`config.mk`:
```
export PLATFORM = sky130hd
export DESIGN_NAME = lcg48_random_draw_engine
export DESIGN_NICKNAME = d
export VERILOG_FILES = /design/src/rtl/core/lcg48_pkg.sv /design/src/rtl/core/lcg48_random_draw_engine.sv /design/src/rtl/core/lcg48_front.sv /design/src/rtl/core/lcg48_cmd_fifo.sv /design/src/rtl/core/lcg48_step.sv /design/src/rtl/core/lcg48_div.sv /design/src/rtl/core/lcg48_back.sv
export VERILOG_INCLUDE_DIRS = /design/src /design/src/rtl/core
export SDC_FILE = /design/constraint.sdc
export NUM_CORES = 2
export LEC_CHECK = 0
export ABC_AREA = 1
export BUFFER_PORTS_ARGS = -buffer_cell sky130_fd_sc_hd__buf_2
export CORE_ASPECT_RATIO = 2
export CORE_MARGIN = 2
export CORE_UTILIZATION = 53
export CTS_BUF_LIST = sky130_fd_sc_hd__clkbuf_8
export DETAILED_ROUTE_END_ITERATION = 8
export PLACE_DENSITY = 0.69
export SETUP_SLACK_MARGIN = 0.02
export SYNTH_ARGS = -nofsm -noshare
export SYNTH_HDL_FRONTEND = slang
export SYNTH_HIERARCHICAL = 1
export SYNTH_SLANG_ARGS = --single-unit
```
`constraint.sdc`:
```
create_clock -name clk -period 12.04 [get_ports clk]
set_input_delay 1.806 -clock clk [delete_from_list [all_inputs] [get_ports clk]]
set_output_delay 1.806 -clock clk [all_outputs]
set_load 0.02 [all_outputs]
```
`src/rtl/core/assert_macros.svh`:
```
// Assertion helper macros shared by the RTL that carries checks.
`ifndef ASSERT_MACROS_SVH
`define ASSERT_MACROS_SVH

// Property checked on every rising clock edge outside reset.
`define ASSERT_CLK(label, prop, msg) \
	label: assert property (@(posedge clk) disable iff (!arst_n) (prop)) else $error(msg);

// Condition that must never hold on a rising clock edge outside reset.
`define ASSERT_NEVER(label, cond, msg) \
	label: assert property (@(posedge clk) disable iff (!arst_n) !(cond)) else $error(msg);

`endif

```
`src/rtl/core/lcg48_pkg.sv`:
```
// Shared types, constants and command codes of the 48-bit LCG draw engine.
`default_nettype none
package lcg48_pkg;

	// generator constants
	localparam int unsigned STATE_W = 48;
	localparam logic [34:0] LCG_MULT = 35'h5DEECE66D;
	localparam logic [STATE_W-1:0] LCG_INC = 48'hB;

	// parameter defaults
	localparam int unsigned MAX_BYTES_DEF = 64;
	localparam int unsigned CMD_DEPTH_DEF = 2;

	// remainder unit: one quotient bit per cycle
	localparam int unsigned DIV_W = 31;
	localparam int unsigned DIV_STEPS = DIV_W;

	// request codes as seen on the input tuser
	localparam logic [2:0] OP_BITS   = 3'd0;
	localparam logic [2:0] OP_BOUND  = 3'd1;
	localparam logic [2:0] OP_LONG   = 3'd2;
	localparam logic [2:0] OP_BOOL   = 3'd3;
	localparam logic [2:0] OP_FLOAT  = 3'd4;
	localparam logic [2:0] OP_DOUBLE = 3'd5;
	localparam logic [2:0] OP_BYTES  = 3'd6;

	// classified command held in the queue
	typedef struct packed {
		logic [2:0]       op;
		logic [5:0]       bits;
		logic [DIV_W-1:0] bound;
		logic             pow2;
		logic [6:0]       bytes;
	} cmd_t;

	typedef struct packed {
		logic busy;
		logic done;
	} lcg_rsp_t;

	typedef struct packed {
		logic             start;
		logic [DIV_W-1:0] dividend;
		logic [DIV_W-1:0] divisor;
	} div_req_t;

	typedef struct packed {
		logic             busy;
		logic             done;
		logic [DIV_W-1:0] rem;
	} div_rsp_t;

endpackage
`default_nettype wire

```
`src/rtl/core/lcg48_random_draw_engine.sv`:
```
// A request passes the front holding stage and the command queue; the sequencer then steps the
// generator once per draw: twice for long and double, once per byte for byte runs, and once per
// attempt for non-power-of-two bounds, each attempt followed by the remainder unit. The sequencer
// works on one command at a time; later requests wait in the queue while it is busy.
// Output stalls back up through the two-entry queue and front holding stage to s_tready.
// Reset loads the generator with 0x5DEECE66D and empties queue and output.
`default_nettype none
module lcg48_random_draw_engine #(
	parameter int unsigned MAX_BYTES = lcg48_pkg::MAX_BYTES_DEF,
	parameter int unsigned CMD_DEPTH = lcg48_pkg::CMD_DEPTH_DEF
) (
	input  wire logic                          clk,
	input  wire logic                          arst_n,
	// seed register write
	input  wire logic                          cfg_valid,
	output logic                               cfg_ready,
	input  wire logic [lcg48_pkg::STATE_W-1:0] cfg_data,
	// request stream
	input  wire logic                          s_tvalid,
	output logic                               s_tready,
	input  wire logic [47:0]                   s_tdata,  // bit_count[5:0], bound[36:6], byte_count[43:37]
	input  wire logic [2:0]                    s_tuser,  // op[2:0]
	// result stream
	output logic                               m_tvalid,
	input  wire logic                          m_tready,
	output logic signed [63:0]                 m_tdata,  // value[63:0]
	output logic                               m_tlast
);
	import lcg48_pkg::*;

	logic               q_push;
	cmd_t               q_wr_cmd;
	logic               q_full;
	logic               q_pop;
	logic               q_valid;
	cmd_t               q_rd_cmd;
	logic               lcg_start;
	lcg_rsp_t           lcg_rsp;
	logic [STATE_W-1:0] lcg_state;
	div_req_t           div_req;
	div_rsp_t           div_rsp;

	assign cfg_ready = 1'b1;

	lcg48_front #(.MAX_BYTES(MAX_BYTES)) u_front (
		.clk      (clk),
		.arst_n   (arst_n),
		.s_tvalid (s_tvalid),
		.s_tready (s_tready),
		.s_tdata  (s_tdata),
		.s_tuser  (s_tuser),
		.q_push   (q_push),
		.q_cmd    (q_wr_cmd),
		.q_full   (q_full)
	);

	lcg48_cmd_fifo #(.DEPTH(CMD_DEPTH)) u_fifo (
		.clk      (clk),
		.arst_n   (arst_n),
		.push     (q_push),
		.wr_cmd   (q_wr_cmd),
		.full     (q_full),
		.pop      (q_pop),
		.rd_valid (q_valid),
		.rd_cmd   (q_rd_cmd)
	);

	lcg48_step u_step (
		.clk     (clk),
		.arst_n  (arst_n),
		.start   (lcg_start),
		.seed_wr (cfg_valid),
		.seed    (cfg_data),
		.rsp     (lcg_rsp),
		.state   (lcg_state)
	);

	lcg48_div u_div (
		.clk    (clk),
		.arst_n (arst_n),
		.req    (div_req),
		.rsp    (div_rsp)
	);

	lcg48_back #(.MAX_BYTES(MAX_BYTES)) u_back (
		.clk       (clk),
		.arst_n    (arst_n),
		.q_valid   (q_valid),
		.q_cmd     (q_rd_cmd),
		.q_pop     (q_pop),
		.lcg_start (lcg_start),
		.lcg_rsp   (lcg_rsp),
		.lcg_state (lcg_state),
		.div_req   (div_req),
		.div_rsp   (div_rsp),
		.m_tvalid  (m_tvalid),
		.m_tready  (m_tready),
		.m_tdata   (m_tdata),
		.m_tlast   (m_tlast)
	);

	// checks
	`include "assert_macros.svh"

	`ASSERT_NEVER(a_step_div_overlap, lcg_rsp.busy && div_rsp.busy, "step and remainder unit both busy")
	`ASSERT_CLK(a_pop_starts_step, q_pop |=> lcg_rsp.busy, "command taken without a generator step")
	`ASSERT_CLK(a_result_after_step, $rose(m_tvalid) |-> !$past(lcg_rsp.busy), "result loaded mid-step")

endmodule
`default_nettype wire

```
`src/rtl/core/lcg48_front.sv`:
```
// Front end: accepts requests, normalises and classifies them into commands.
`default_nettype none
module lcg48_front #(
	parameter int unsigned MAX_BYTES = lcg48_pkg::MAX_BYTES_DEF
) (
	input  wire logic             clk,
	input  wire logic             arst_n,
	input  wire logic             s_tvalid,
	output logic                  s_tready,
	input  wire logic [47:0]      s_tdata,
	input  wire logic [2:0]       s_tuser,
	output logic                  q_push,
	output lcg48_pkg::cmd_t       q_cmd,
	input  wire logic             q_full
);
	import lcg48_pkg::*;

	logic       in_acc;
	logic       keep;
	cmd_t       cmd;
	logic [5:0] bc;
	logic [30:0] bnd;
	logic [6:0] byc;
	logic       cmd_valid_s1;
	cmd_t       cmd_s1;

	assign bc  = s_tdata[5:0];
	assign bnd = s_tdata[36:6];
	assign byc = s_tdata[43:37];

	// classify: fold boolean and float into top-bit draws, drop empty byte runs and unknown op codes
	always_comb begin
		keep      = 1'b1;
		cmd.op    = s_tuser;
		cmd.bits  = bc;
		cmd.bound = bnd;
		cmd.pow2  = ((bnd & (bnd - 31'd1)) == '0);
		cmd.bytes = byc;
		case (s_tuser)
			OP_BITS: begin
				cmd.bits = (bc > 6'd32) ? 6'd32 : bc;
			end
			OP_BOOL: begin
				cmd.op   = OP_BITS;
				cmd.bits = 6'd1;
			end
			OP_FLOAT: begin
				cmd.op   = OP_BITS;
				cmd.bits = 6'd24;
			end
			OP_BOUND, OP_LONG, OP_DOUBLE: begin
				keep = 1'b1;
			end
			OP_BYTES: begin
				keep      = (byc != '0);
				cmd.bytes = (byc > 7'(MAX_BYTES)) ? 7'(MAX_BYTES) : byc;
			end
			default: begin
				keep = 1'b0;
			end
		endcase
	end

	assign s_tready = !cmd_valid_s1 || !q_full;
	assign in_acc   = s_tvalid && s_tready;
	assign q_push   = cmd_valid_s1 && !q_full;
	assign q_cmd    = cmd_s1;

	// one-entry holding stage in front of the queue
	always_ff @(posedge clk or negedge arst_n) begin
		if (!arst_n) begin
			cmd_valid_s1 <= 1'b0;
		end else begin
			cmd_valid_s1 <= (in_acc && keep) || (cmd_valid_s1 && !q_push);
		end
	end

	always_ff @(posedge clk) begin
		if (in_acc) begin
			cmd_s1 <= cmd;
		end
	end

endmodule
`default_nettype wire

```
`src/rtl/core/lcg48_cmd_fifo.sv`:
```
// Short command queue between the front end and the draw sequencer.
`default_nettype none
module lcg48_cmd_fifo #(
	parameter int unsigned DEPTH = lcg48_pkg::CMD_DEPTH_DEF
) (
	input  wire logic            clk,
	input  wire logic            arst_n,
	input  wire logic            push,
	input  wire lcg48_pkg::cmd_t wr_cmd,
	output logic                 full,
	input  wire logic            pop,
	output logic                 rd_valid,
	output lcg48_pkg::cmd_t      rd_cmd
);
	import lcg48_pkg::*;

	localparam int unsigned AW = (DEPTH > 1) ? $clog2(DEPTH) : 1;
	localparam int unsigned CW = $clog2(DEPTH + 1);

	cmd_t          entry_q [DEPTH];
	logic [AW-1:0] wr_ptr_q;
	logic [AW-1:0] rd_ptr_q;
	logic [CW-1:0] count_q;
	logic          do_push;
	logic          do_pop;

	assign full     = (count_q == CW'(DEPTH));
	assign rd_valid = (count_q != '0);
	assign rd_cmd   = entry_q[rd_ptr_q];
	assign do_push  = push && !full;
	assign do_pop   = pop && rd_valid;

	// pointers and fill level
	always_ff @(posedge clk or negedge arst_n) begin
		if (!arst_n) begin
			wr_ptr_q <= '0;
			rd_ptr_q <= '0;
			count_q  <= '0;
		end else begin
			if (do_push) begin
				wr_ptr_q <= (wr_ptr_q == AW'(DEPTH - 1)) ? '0 : wr_ptr_q + 1'b1;
			end
			if (do_pop) begin
				rd_ptr_q <= (rd_ptr_q == AW'(DEPTH - 1)) ? '0 : rd_ptr_q + 1'b1;
			end
			case ({do_push, do_pop})
				2'b10:   count_q <= count_q + 1'b1;
				2'b01:   count_q <= count_q - 1'b1;
				default: count_q <= count_q;
			endcase
		end
	end

	always_ff @(posedge clk) begin
		if (do_push) begin
			entry_q[wr_ptr_q] <= wr_cmd;
		end
	end

endmodule
`default_nettype wire

```
`src/rtl/core/lcg48_step.sv`:
```
// Generator state and its update, one 16-bit partial product per cycle.
`default_nettype none
module lcg48_step (
	input  wire logic                            clk,
	input  wire logic                            arst_n,
	input  wire logic                            start,
	input  wire logic                            seed_wr,
	input  wire logic [lcg48_pkg::STATE_W-1:0]   seed,
	output lcg48_pkg::lcg_rsp_t                  rsp,
	output logic [lcg48_pkg::STATE_W-1:0]        state
);
	import lcg48_pkg::*;

	logic [STATE_W-1:0] state_q;
	logic [STATE_W-1:0] acc_q;
	logic [1:0]         chunk_q;
	logic               busy_q;
	logic [15:0]        chunk;
	logic [50:0]        prod;
	logic [STATE_W-1:0] addend;
	logic [STATE_W-1:0] acc_nxt;
	logic               last_chunk;

	// pick the state chunk and align its product
	always_comb begin
		case (chunk_q)
			2'd0:    chunk = state_q[15:0];
			2'd1:    chunk = state_q[31:16];
			default: chunk = state_q[47:32];
		endcase
		prod = chunk * LCG_MULT;
		case (chunk_q)
			2'd0:    addend = prod[47:0];
			2'd1:    addend = {prod[31:0], 16'b0};
			default: addend = {prod[15:0], 32'b0};
		endcase
		acc_nxt = acc_q + addend;
	end

	assign last_chunk = busy_q && (chunk_q == 2'd2);
	assign rsp.busy   = busy_q;
	assign rsp.done   = last_chunk;
	assign state      = state_q;

	always_ff @(posedge clk or negedge arst_n) begin
		if (!arst_n) begin
			state_q <= STATE_W'(LCG_MULT);
			busy_q  <= 1'b0;
			chunk_q <= '0;
		end else if (seed_wr) begin
			state_q <= seed ^ STATE_W'(LCG_MULT);
			busy_q  <= 1'b0;
		end else if (start && !busy_q) begin
			busy_q  <= 1'b1;
			chunk_q <= '0;
		end else if (busy_q) begin
			chunk_q <= chunk_q + 1'b1;
			if (last_chunk) begin
				state_q <= acc_nxt;
				busy_q  <= 1'b0;
			end
		end
	end

	// accumulator starts at the increment
	always_ff @(posedge clk) begin
		if (start && !busy_q) begin
			acc_q <= LCG_INC;
		end else if (busy_q) begin
			acc_q <= acc_nxt;
		end
	end

endmodule
`default_nettype wire

```
`src/rtl/core/lcg48_div.sv`:
```
// Restoring remainder unit, one quotient bit per cycle.
`default_nettype none
module lcg48_div (
	input  wire logic                clk,
	input  wire logic                arst_n,
	input  wire lcg48_pkg::div_req_t req,
	output lcg48_pkg::div_rsp_t      rsp
);
	import lcg48_pkg::*;

	localparam int unsigned SW = $clog2(DIV_STEPS);

	logic [DIV_W-1:0] rem_q;
	logic [DIV_W-1:0] dvd_q;
	logic [DIV_W-1:0] dsr_q;
	logic [SW-1:0]    step_q;
	logic             busy_q;
	logic [DIV_W:0]   trial;
	logic             fits;
	logic             last_step;

	assign trial     = {rem_q, dvd_q[DIV_W-1]};
	assign fits      = (trial >= {1'b0, dsr_q});
	assign last_step = busy_q && (step_q == SW'(DIV_STEPS - 1));

	assign rsp.busy = busy_q;
	assign rsp.done = last_step;
	assign rsp.rem  = rem_q;

	always_ff @(posedge clk or negedge arst_n) begin
		if (!arst_n) begin
			busy_q <= 1'b0;
			step_q <= '0;
		end else if (req.start && !busy_q) begin
			busy_q <= 1'b1;
			step_q <= '0;
		end else if (busy_q) begin
			step_q <= step_q + 1'b1;
			if (last_step) begin
				busy_q <= 1'b0;
			end
		end
	end

	// shift in one dividend bit, subtract when the divisor fits
	always_ff @(posedge clk) begin
		if (req.start && !busy_q) begin
			rem_q <= '0;
			dvd_q <= req.dividend;
			dsr_q <= req.divisor;
		end else if (busy_q) begin
			rem_q <= fits ? DIV_W'(trial - {1'b0, dsr_q}) : trial[DIV_W-1:0];
			dvd_q <= {dvd_q[DIV_W-2:0], 1'b0};
		end
	end

endmodule
`default_nettype wire

```
`src/rtl/core/lcg48_back.sv`:
```
// Back end: sequences draws per command and holds the result register.
`default_nettype none
module lcg48_back #(
	parameter int unsigned MAX_BYTES = lcg48_pkg::MAX_BYTES_DEF
) (
	input  wire logic                           clk,
	input  wire logic                           arst_n,
	input  wire logic                           q_valid,
	input  wire lcg48_pkg::cmd_t                q_cmd,
	output logic                                q_pop,
	output logic                                lcg_start,
	input  wire lcg48_pkg::lcg_rsp_t            lcg_rsp,
	input  wire logic [lcg48_pkg::STATE_W-1:0]  lcg_state,
	output lcg48_pkg::div_req_t                 div_req,
	input  wire lcg48_pkg::div_rsp_t            div_rsp,
	output logic                                m_tvalid,
	input  wire logic                           m_tready,
	output logic signed [63:0]                  m_tdata,
	output logic                                m_tlast
);
	import lcg48_pkg::*;

	localparam int unsigned CNT_W = $clog2(MAX_BYTES + 1);

	localparam logic [2:0] S_IDLE  = 3'd0;
	localparam logic [2:0] S_STEP  = 3'd1;
	localparam logic [2:0] S_USE   = 3'd2;
	localparam logic [2:0] S_PMUL  = 3'd3;
	localparam logic [2:0] S_DIV   = 3'd4;
	localparam logic [2:0] S_CHECK = 3'd5;
	localparam logic [2:0] S_EMIT  = 3'd6;

	logic [2:0]       st_q;
	cmd_t             cmd_q;
	logic             phase_q;
	logic [CNT_W-1:0] cnt_q;
	logic [31:0]      hold_q;
	logic [30:0]      b_q;
	logic [61:0]      prod_q;
	logic [63:0]      res_q;
	logic             res_last_q;
	logic             out_valid_q;
	logic [63:0]      out_data_q;
	logic             out_last_q;

	logic [31:0]      top32;
	logic [30:0]      top31;
	logic [5:0]       shamt;
	logic [31:0]      topk;
	logic [63:0]      bits_val;
	logic [31:0]      rej_sum;
	logic             reject;
	logic             out_free;
	logic             more_bytes;

	assign top32 = lcg_state[47:16];
	assign top31 = lcg_state[47:17];

	// top k bits, sign-extended when all 32 are taken
	always_comb begin
		shamt = 6'd32 - cmd_q.bits;
		topk  = top32 >> shamt;
		if (cmd_q.bits == 6'd0) begin
			bits_val = '0;
		end else if (cmd_q.bits == 6'd32) begin
			bits_val = {{32{top32[31]}}, top32};
		end else begin
			bits_val = {32'b0, topk};
		end
	end

	// redraw when the draw falls in the incomplete last interval
	assign rej_sum = {1'b0, b_q} - {1'b0, div_rsp.rem} + {1'b0, cmd_q.bound} - 32'd1;
	assign reject  = rej_sum[31];

	assign out_free   = !out_valid_q || m_tready;
	assign more_bytes = (cmd_q.op == OP_BYTES) && (cnt_q != CNT_W'(1));

	always_comb begin
		q_pop            = (st_q == S_IDLE) && q_valid;
		lcg_start        = q_pop;
		div_req.start    = 1'b0;
		div_req.dividend = top31;
		div_req.divisor  = cmd_q.bound;
		case (st_q)
			S_USE: begin
				if ((cmd_q.op == OP_LONG || cmd_q.op == OP_DOUBLE) && !phase_q) begin
					lcg_start = 1'b1;
				end
				if (cmd_q.op == OP_BOUND && !cmd_q.pow2) begin
					div_req.start = 1'b1;
				end
			end
			S_CHECK: begin
				lcg_start = reject;
			end
			S_EMIT: begin
				lcg_start = out_free && more_bytes;
			end
			default: begin
				lcg_start = q_pop;
			end
		endcase
	end

	// draw sequencer
	always_ff @(posedge clk or negedge arst_n) begin
		if (!arst_n) begin
			st_q <= S_IDLE;
		end else begin
			case (st_q)
				S_IDLE: begin
					if (q_valid) begin
						st_q <= S_STEP;
					end
				end
				S_STEP: begin
					if (lcg_rsp.done) begin
						st_q <= S_USE;
					end
				end
				S_USE: begin
					case (cmd_q.op)
						OP_BITS, OP_BYTES: st_q <= S_EMIT;
						OP_LONG, OP_DOUBLE: st_q <= phase_q ? S_EMIT : S_STEP;
						OP_BOUND: st_q <= cmd_q.pow2 ? S_PMUL : S_DIV;
						default: st_q <= S_IDLE;
					endcase
				end
				S_PMUL: begin
					st_q <= S_EMIT;
				end
				S_DIV: begin
					if (div_rsp.done) begin
						st_q <= S_CHECK;
					end
				end
				S_CHECK: begin
					st_q <= reject ? S_STEP : S_EMIT;
				end
				S_EMIT: begin
					if (out_free) begin
						st_q <= more_bytes ? S_STEP : S_IDLE;
					end
				end
				default: begin
					st_q <= S_IDLE;
				end
			endcase
		end
	end

	// working registers of the current command
	always_ff @(posedge clk) begin
		case (st_q)
			S_IDLE: begin
				if (q_valid) begin
					cmd_q   <= q_cmd;
					phase_q <= 1'b0;
					cnt_q   <= q_cmd.bytes[CNT_W-1:0];
				end
			end
			S_USE: begin
				res_last_q <= 1'b1;
				case (cmd_q.op)
					OP_BITS: begin
						res_q <= bits_val;
					end
					OP_LONG: begin
						hold_q  <= top32;
						phase_q <= 1'b1;
						res_q   <= {hold_q, 32'b0} + {{32{top32[31]}}, top32};
					end
					OP_DOUBLE: begin
						hold_q  <= {6'b0, lcg_state[47:22]};
						phase_q <= 1'b1;
						res_q   <= {11'b0, hold_q[25:0], lcg_state[47:21]};
					end
					OP_BOUND: begin
						prod_q <= top31 * cmd_q.bound;
						b_q    <= top31;
					end
					OP_BYTES: begin
						res_q      <= {56'b0, lcg_state[47:40]};
						res_last_q <= (cnt_q == CNT_W'(1));
					end
					default: begin
						res_q <= '0;
					end
				endcase
			end
			S_PMUL: begin
				res_q <= {33'b0, prod_q[61:31]};
			end
			S_CHECK: begin
				res_q <= {33'b0, div_rsp.rem};
			end
			S_EMIT: begin
				if (out_free && more_bytes) begin
					cnt_q <= cnt_q - 1'b1;
				end
			end
			default: begin
				cnt_q <= cnt_q;
			end
		endcase
	end

	// output register, freed by the downstream transaction
	always_ff @(posedge clk or negedge arst_n) begin
		if (!arst_n) begin
			out_valid_q <= 1'b0;
		end else if (st_q == S_EMIT && out_free) begin
			out_valid_q <= 1'b1;
		end else if (m_tready) begin
			out_valid_q <= 1'b0;
		end
	end

	always_ff @(posedge clk) begin
		if (st_q == S_EMIT && out_free) begin
			out_data_q <= res_q;
			out_last_q <= res_last_q;
		end
	end

	assign m_tvalid = out_valid_q;
	assign m_tdata  = out_data_q;
	assign m_tlast  = out_last_q;

endmodule
`default_nettype wire

```
After elaboration in Yosys (flattened, before gate mapping)
Memories as Yosys holds them, arrays and structs flattened.
Index checks and enable logic that the tools add are counted.
Storage, ports and cells
  memories: 1
  bits in latches: 0
  register bits: 559
  bits in read-only memories: 0
  output and inout port bits: 68
  memory bits (writable): 96
  input bits: 104
  word-level logic and storage cells: 207
Memory list
  u_fifo.entry_q: words 2, width 48, rd ports 1, clocked after memory_dff 0, wr ports 1, RTL line lcg48_cmd_fifo.sv:20  | cmd_t entry_q [DEPTH];
Operators by class
  div/mod/pow operators: 0
  muxes and demuxes: 57
  reductions and logical operators: 59
  $mul: 2
  shift-type cells: 1
  bitwise gates (word level): 3
  add/subtract/negate cells: 15
  order comparisons: 3
  equality and inequality tests: 33
Operator list (count)
  64-bit case mux with 5 select lines: 1
  48-bit 2-to-1 mux: 4
  64-bit case mux with 3 select lines: 1
  64-bit 2-to-1 mux: 2
  48-bit case mux with 2 select lines: 1
  31-bit 2-to-1 mux: 3
  64-bit adder: 1
  32-bit case mux with 2 select lines: 1
  31-bit by 31-bit multiplier with 62-bit output: 1
  48-bit adder: 1
  16-bit by 35-bit multiplier with 48-bit output, second input constant: 1
  32-bit by 31-bit adder with 32-bit output: 1
  32-bit by 31-bit >= comparator with 1-bit output: 1
  16-bit case mux with 2 select lines: 1
  32-bit by 6-bit >> shifter with 32-bit output: 1
  31-bit by 31-bit subtractor with 32-bit output: 1
  32-bit by 1-bit subtractor with 32-bit output, second input constant: 1
  31-bit bitwise AND: 1
  31-bit zero test: 1
  31-bit by 1-bit subtractor with 31-bit output, second input constant: 1
  31-bit subtractor: 1
  7-bit 2-to-1 mux: 4
  3-bit == test, second input constant: 8
  23-bit inverter: 1
  other kinds (45): 133

Longest topological paths before layout
  depth in word-level cells: 9
  depth in mapped cells: 50

Cells and area by module
Netlist, hierarchy kept.
By module, submodules not included
  lcg48_back: cells each 6313, area each 49756.5 sq um, times used 1, sequential area each 8298.0 sq um
  lcg48_step: cells each 2352, area each 17904.7 sq um, times used 1, sequential area each 2265.9 sq um
  lcg48_div: cells each 962, area each 6657.6 sq um, times used 1, sequential area each 2632.5 sq um
  lcg48_cmd_fifo: cells each 283, area each 3726.1 sq um, times used 1, sequential area each 2982.9 sq um
  lcg48_front: cells each 257, area each 2356.0 sq um, times used 1, sequential area each 1466.4 sq um
  lcg48_random_draw_engine: cells each 2, area each 11.3 sq um, times used 1, sequential area each 0.0 sq um

Least setup slack after synthesis
OpenSTA, ideal clock, no wires.
  path type: register to register
  from: register u_step.chunk_q[0]
  to: register u_step.state_q[47], in the netlist u_step/state[47]
  cell stages (with the launch flop): 42
  clock period less this slack: 8.043 ns
  data arrival time: 7.925 ns
  path slack: 3.997 ns
  required time: 11.923 ns
  path through: dfrtp_1 inv_1 ha_1 clkbuf_1 nor2_1 clkinv_1 clkbuf_1 o21ai_0 inv_1 fa_1 inv_1 fa_1 inv_1 fa_1 fa_1 fa_1 inv_1 fa_1 (+6 left out) nand3_1 nand3_1 or2_2 nand3_1 nand3_1 inv_1 a21oi_1 ha_1 a21oi_1 o21ai_0 nand2_1 o311ai_0 nor2_1 nand2_1 a21oi_1 nand3_2 nand3_1 nand2_1
Between the ends
  cells in the longest elaborated chain, start to end: 9
  elaborated cells on any way between the ends: 14
  classes of those cells: add/sub: 1; mul: 1; eq/ne: 2; mux: 6; reduce/logical: 4
Ends and longest elaborated chain
  from (decl): RTL line lcg48_step.sv:16  | logic [1:0] chunk_q;
  from (signal assigned): RTL line lcg48_step.sv:57  | chunk_q <= chunk_q + 1'b1;
  2-bit by 1-bit == test with 1-bit output / 2-bit zero test (equally long branches): RTL line lcg48_step.sv:26, lcg48_step.sv:32
  16-bit case mux with 2 select lines: RTL line lcg48_step.sv:26  | case (chunk_q)
  16-bit by 35-bit multiplier with 48-bit output: RTL line lcg48_step.sv:31  | prod = chunk * LCG_MULT;
  48-bit case mux with 2 select lines: RTL line lcg48_step.sv:32  | case (chunk_q)
  48-bit adder: RTL line lcg48_step.sv:37  | acc_nxt = acc_q + addend;
  48-bit 2-to-1 mux: RTL line lcg48_step.sv:58  | if (last_chunk) begin
  48-bit 2-to-1 mux: RTL line lcg48_step.sv:56  | end else if (busy_q) begin
  48-bit 2-to-1 mux: RTL line lcg48_step.sv:53  | end else if (start && !busy_q) begin
  48-bit 2-to-1 mux: RTL line lcg48_step.sv:50  | end else if (seed_wr) begin
  to (signal assigned): RTL line lcg48_step.sv:47  | state_q <= STATE_W'(LCG_MULT);
  to (signal assigned): RTL line lcg48_step.sv:51  | state_q <= seed ^ STATE_W'(LCG_MULT);
  to (signal assigned): RTL line lcg48_step.sv:59  | state_q <= acc_nxt;
  to (decl): RTL line lcg48_step.sv:14  | logic [STATE_W-1:0] state_q;
Several ways; a longest one is shown, not always the timed one. The select of a mux whose other input is x is not followed.
A chain may end at the register's enable or synchronous reset.

Final worst setup path
  from: register u_step.chunk_q[1]
  to: register u_step.state_q[47], in the netlist u_step/state[47]
The elaborated chain is that of the path after synthesis.

==> flow_metrics.tcl <==
set metrics [dict create \
    outcome "finished clean" \
    fin_crit_sh_pct 87.6 \
    cts_resized 0 \
    syn_area_sq_um 80400 \
    via_count 67973 \
    tightestPinTransition_ps 1170 \
    rsz0062_at_grt "false" \
    initial_core_util_pct 53.2 \
    core_sq_um 151000 \
    start_kind "flop" \
    hold_start "u_back/res_q[27]$_DFFE_PP_" \
    clk_latency_ps 840 \
    htreeDepth 3 \
    final_nets 11913 \
    wl_per_cell_microns 23.5 \
    path_max_fanout 21 \
    gp_congestion 1.09 \
    fin_crit_ps 10550 \
    rrSetupSlack_ps 1490 \
    grt_pass1_wl_mm 426 \
    r2r_cells 43 \
    hold_path_end "u_back/m_tdata[27]$_DFFE_PP_" \
    vias_per_cell 5.58 \
    die_height_microns 555 \
    synth_fp_nets 11927 \
    first_iter_violations 5520 \
    clkTransAtPathRegs_ps 80 \
    hold_viol_final 0 \
    cts_hold_buffers 0 \
    arrival_ps 11320 \
    cts_max_path_buffers 3 \
    crit_slowest_cell "o21ai_0" \
    portBuffers 166 \
    avgSynthCellArea_sq_um 7.91 \
    slew_violations 0 \
    drv_cap 0 \
    globalRouteOverflowTotal 0 \
    grt_max_degree 69 \
    grt_pass1_vias 72206 \
    required_ps 12810 \
    ys_warn_count 6 \
    cp_common_cell "inv_1" \
    fillCellCount 14215 \
    fin_skew_ps 87.4 \
    die_w_microns 279 \
    syn2layout_area_growth_pct 5.69 \
    r2r-start "u_step/chunk_q[1]$_DFFE_PN0P_" \
    hold_depth 0 \
    final.setup.tns_ps 0 \
    setup_viol 0 \
    syn_inst 10167 \
    routed_wl_mm 286 \
    min_path_type "flop to flop" \
    drt_pass1_iterations 9 \
    worstReg2RegEnd "u_step/state[47]$_DFFE_PN0P_" \
    slowest_delay_ps 750 \
    criticalPathCategory "flop to flop" \
    drive_above_1_share_pct 6.14 \
    slew_headroom_pct 22.0 \
    max_freq_mhz 94.8 \
    endpoint_kind "flop" \
    cts_sinks 624 \
    drc 0 \
    ant_nets 0 \
    cts-buffers-inserted 95 \
    cts-root-buf "clkbuf_8" \
    num_rows 202 \
    grt_antenna_before_repair 14 \
    cts_post_setup_buffers_inserted 0 \
    ioPinCount 172 \
    die-area_sq_um 155000 \
    dp_hpwl_mm 220 \
    track_usage_pct 37.3 \
    cts_tree "yes" \
]
-- area by class of cell --
type	count	area (sq um)	share of cell area, %
diodes	7	17.5	0.0206
clock buffers	105	1450	1.70
clock inverters	73	634	0.747
inverters	2554	9590	11.3
multi-input cells	6571	51300	60.4
flip-flops and latches	624	17700	20.8
well taps	1938	2420	2.85
repair buffers	307	1890	2.23
-- per-stage QoR --
| step | setup slack, ps | cells | utilization [%] | hold WS (ps) | area, sq um |
|---|---|---|---|---|---|
| after floorplan | 4000 | 10167 | - | 400 | 80400 |
| after global placement | 1950 | 11994 | 54.8 | 401 | 82900 |
| after detailed placement | 1780 | 11994 | 54.8 | 405 | 82900 |
| after CTS | 1790 | 12172 | 56.2 | 412 | 85000 |
| after global routing | 1030 | 12174 | 56.2 | 421 | 85000 |
| final | 1490 | 12179 | 56.2 | 419 | 85000 |
-- worst max-delay path: cells and delay by family, from the launching register on --
kind,cells,cell delay (ps)
compound gates,11,2720
buf+inv,12,1860
fa+ha+maj,9,4160
simple gates,11,1410
flops,1,360
-- layout by cell type (no fill, tap or decap), drive strengths merged, types with 4 or more instances in the layout --
cell / instances
or2: 21
nand3b: 43
buf: 307
nand3: 458
nor3: 53
clkinvlp: 4
nand2: 2717
o211ai: 42
a21boi: 10
o21a: 24
nor2: 540
a22o: 42
edfxtp: 479
a21oi: 354
dfstp: 23
nor4: 13
o21ai: 283
clkbuf: 105
dfxtp: 79
and2: 4
dfrtp: 43
xor2: 49
o21bai: 52
o221ai: 23
fa: 1094
a31oi: 28
a22oi: 4
clkinv: 43
and3: 6
o22ai: 13
a211oi: 5
xnor2: 37
nand4: 42
ha: 562
bufinv: 10
o31ai: 5
inv: 2570
a21o: 32
diode: 7
-- how the worst max path moves through the flow --
stage	cells past startpoint	endpoint	start	slack, ps
2_1_floorplan	41	u_step/state[47]$_DFFE_PN0P_	u_step/chunk_q[0]$_DFFE_PN0P_	4000
3_3_place_gp	42	u_step/acc_q[40]$_SDFFE_PP0P_	u_step/chunk_q[1]$_DFFE_PN0P_	1950
3_5_place_dp	44	u_step/state[47]$_DFFE_PN0P_	u_step/chunk_q[1]$_DFFE_PN0P_	1780
4_1_cts	44	u_step/state[47]$_DFFE_PN0P_	u_step/chunk_q[1]$_DFFE_PN0P_	1790
5_1_grt	43	u_step/state[47]$_DFFE_PN0P_	u_step/chunk_q[1]$_DFFE_PN0P_	1030
6_report	43	u_step/state[47]$_DFFE_PN0P_	u_step/chunk_q[1]$_DFFE_PN0P_	1490
-- sequential cells by signal, indices dropped and copies added (netlist names), 32 cells and up --
register	cells
u_back/res_q	64
u_back/hold_q	32
u_front/q_cmd	48
u_step/state	48
u_back/m_tdata	64
u_step/acc_q	48
u_fifo/entry_q	96
-- routing by layer --
layer / global-route usage, % / wire, microns / vias to the layer above
met4: 35.3 / 33100 / 4
met3: 5.84 / 18300 / 1240
li1: - / - / 30576
met1: 37.5 / 92000 / 32812
met5: 0 / 23 / -
met2: 65.3 / 142000 / 3341
Power is left out: the tool's default activity adds up to more than one toggle a clock period on the data nets, which glitch-free logic cannot reach.
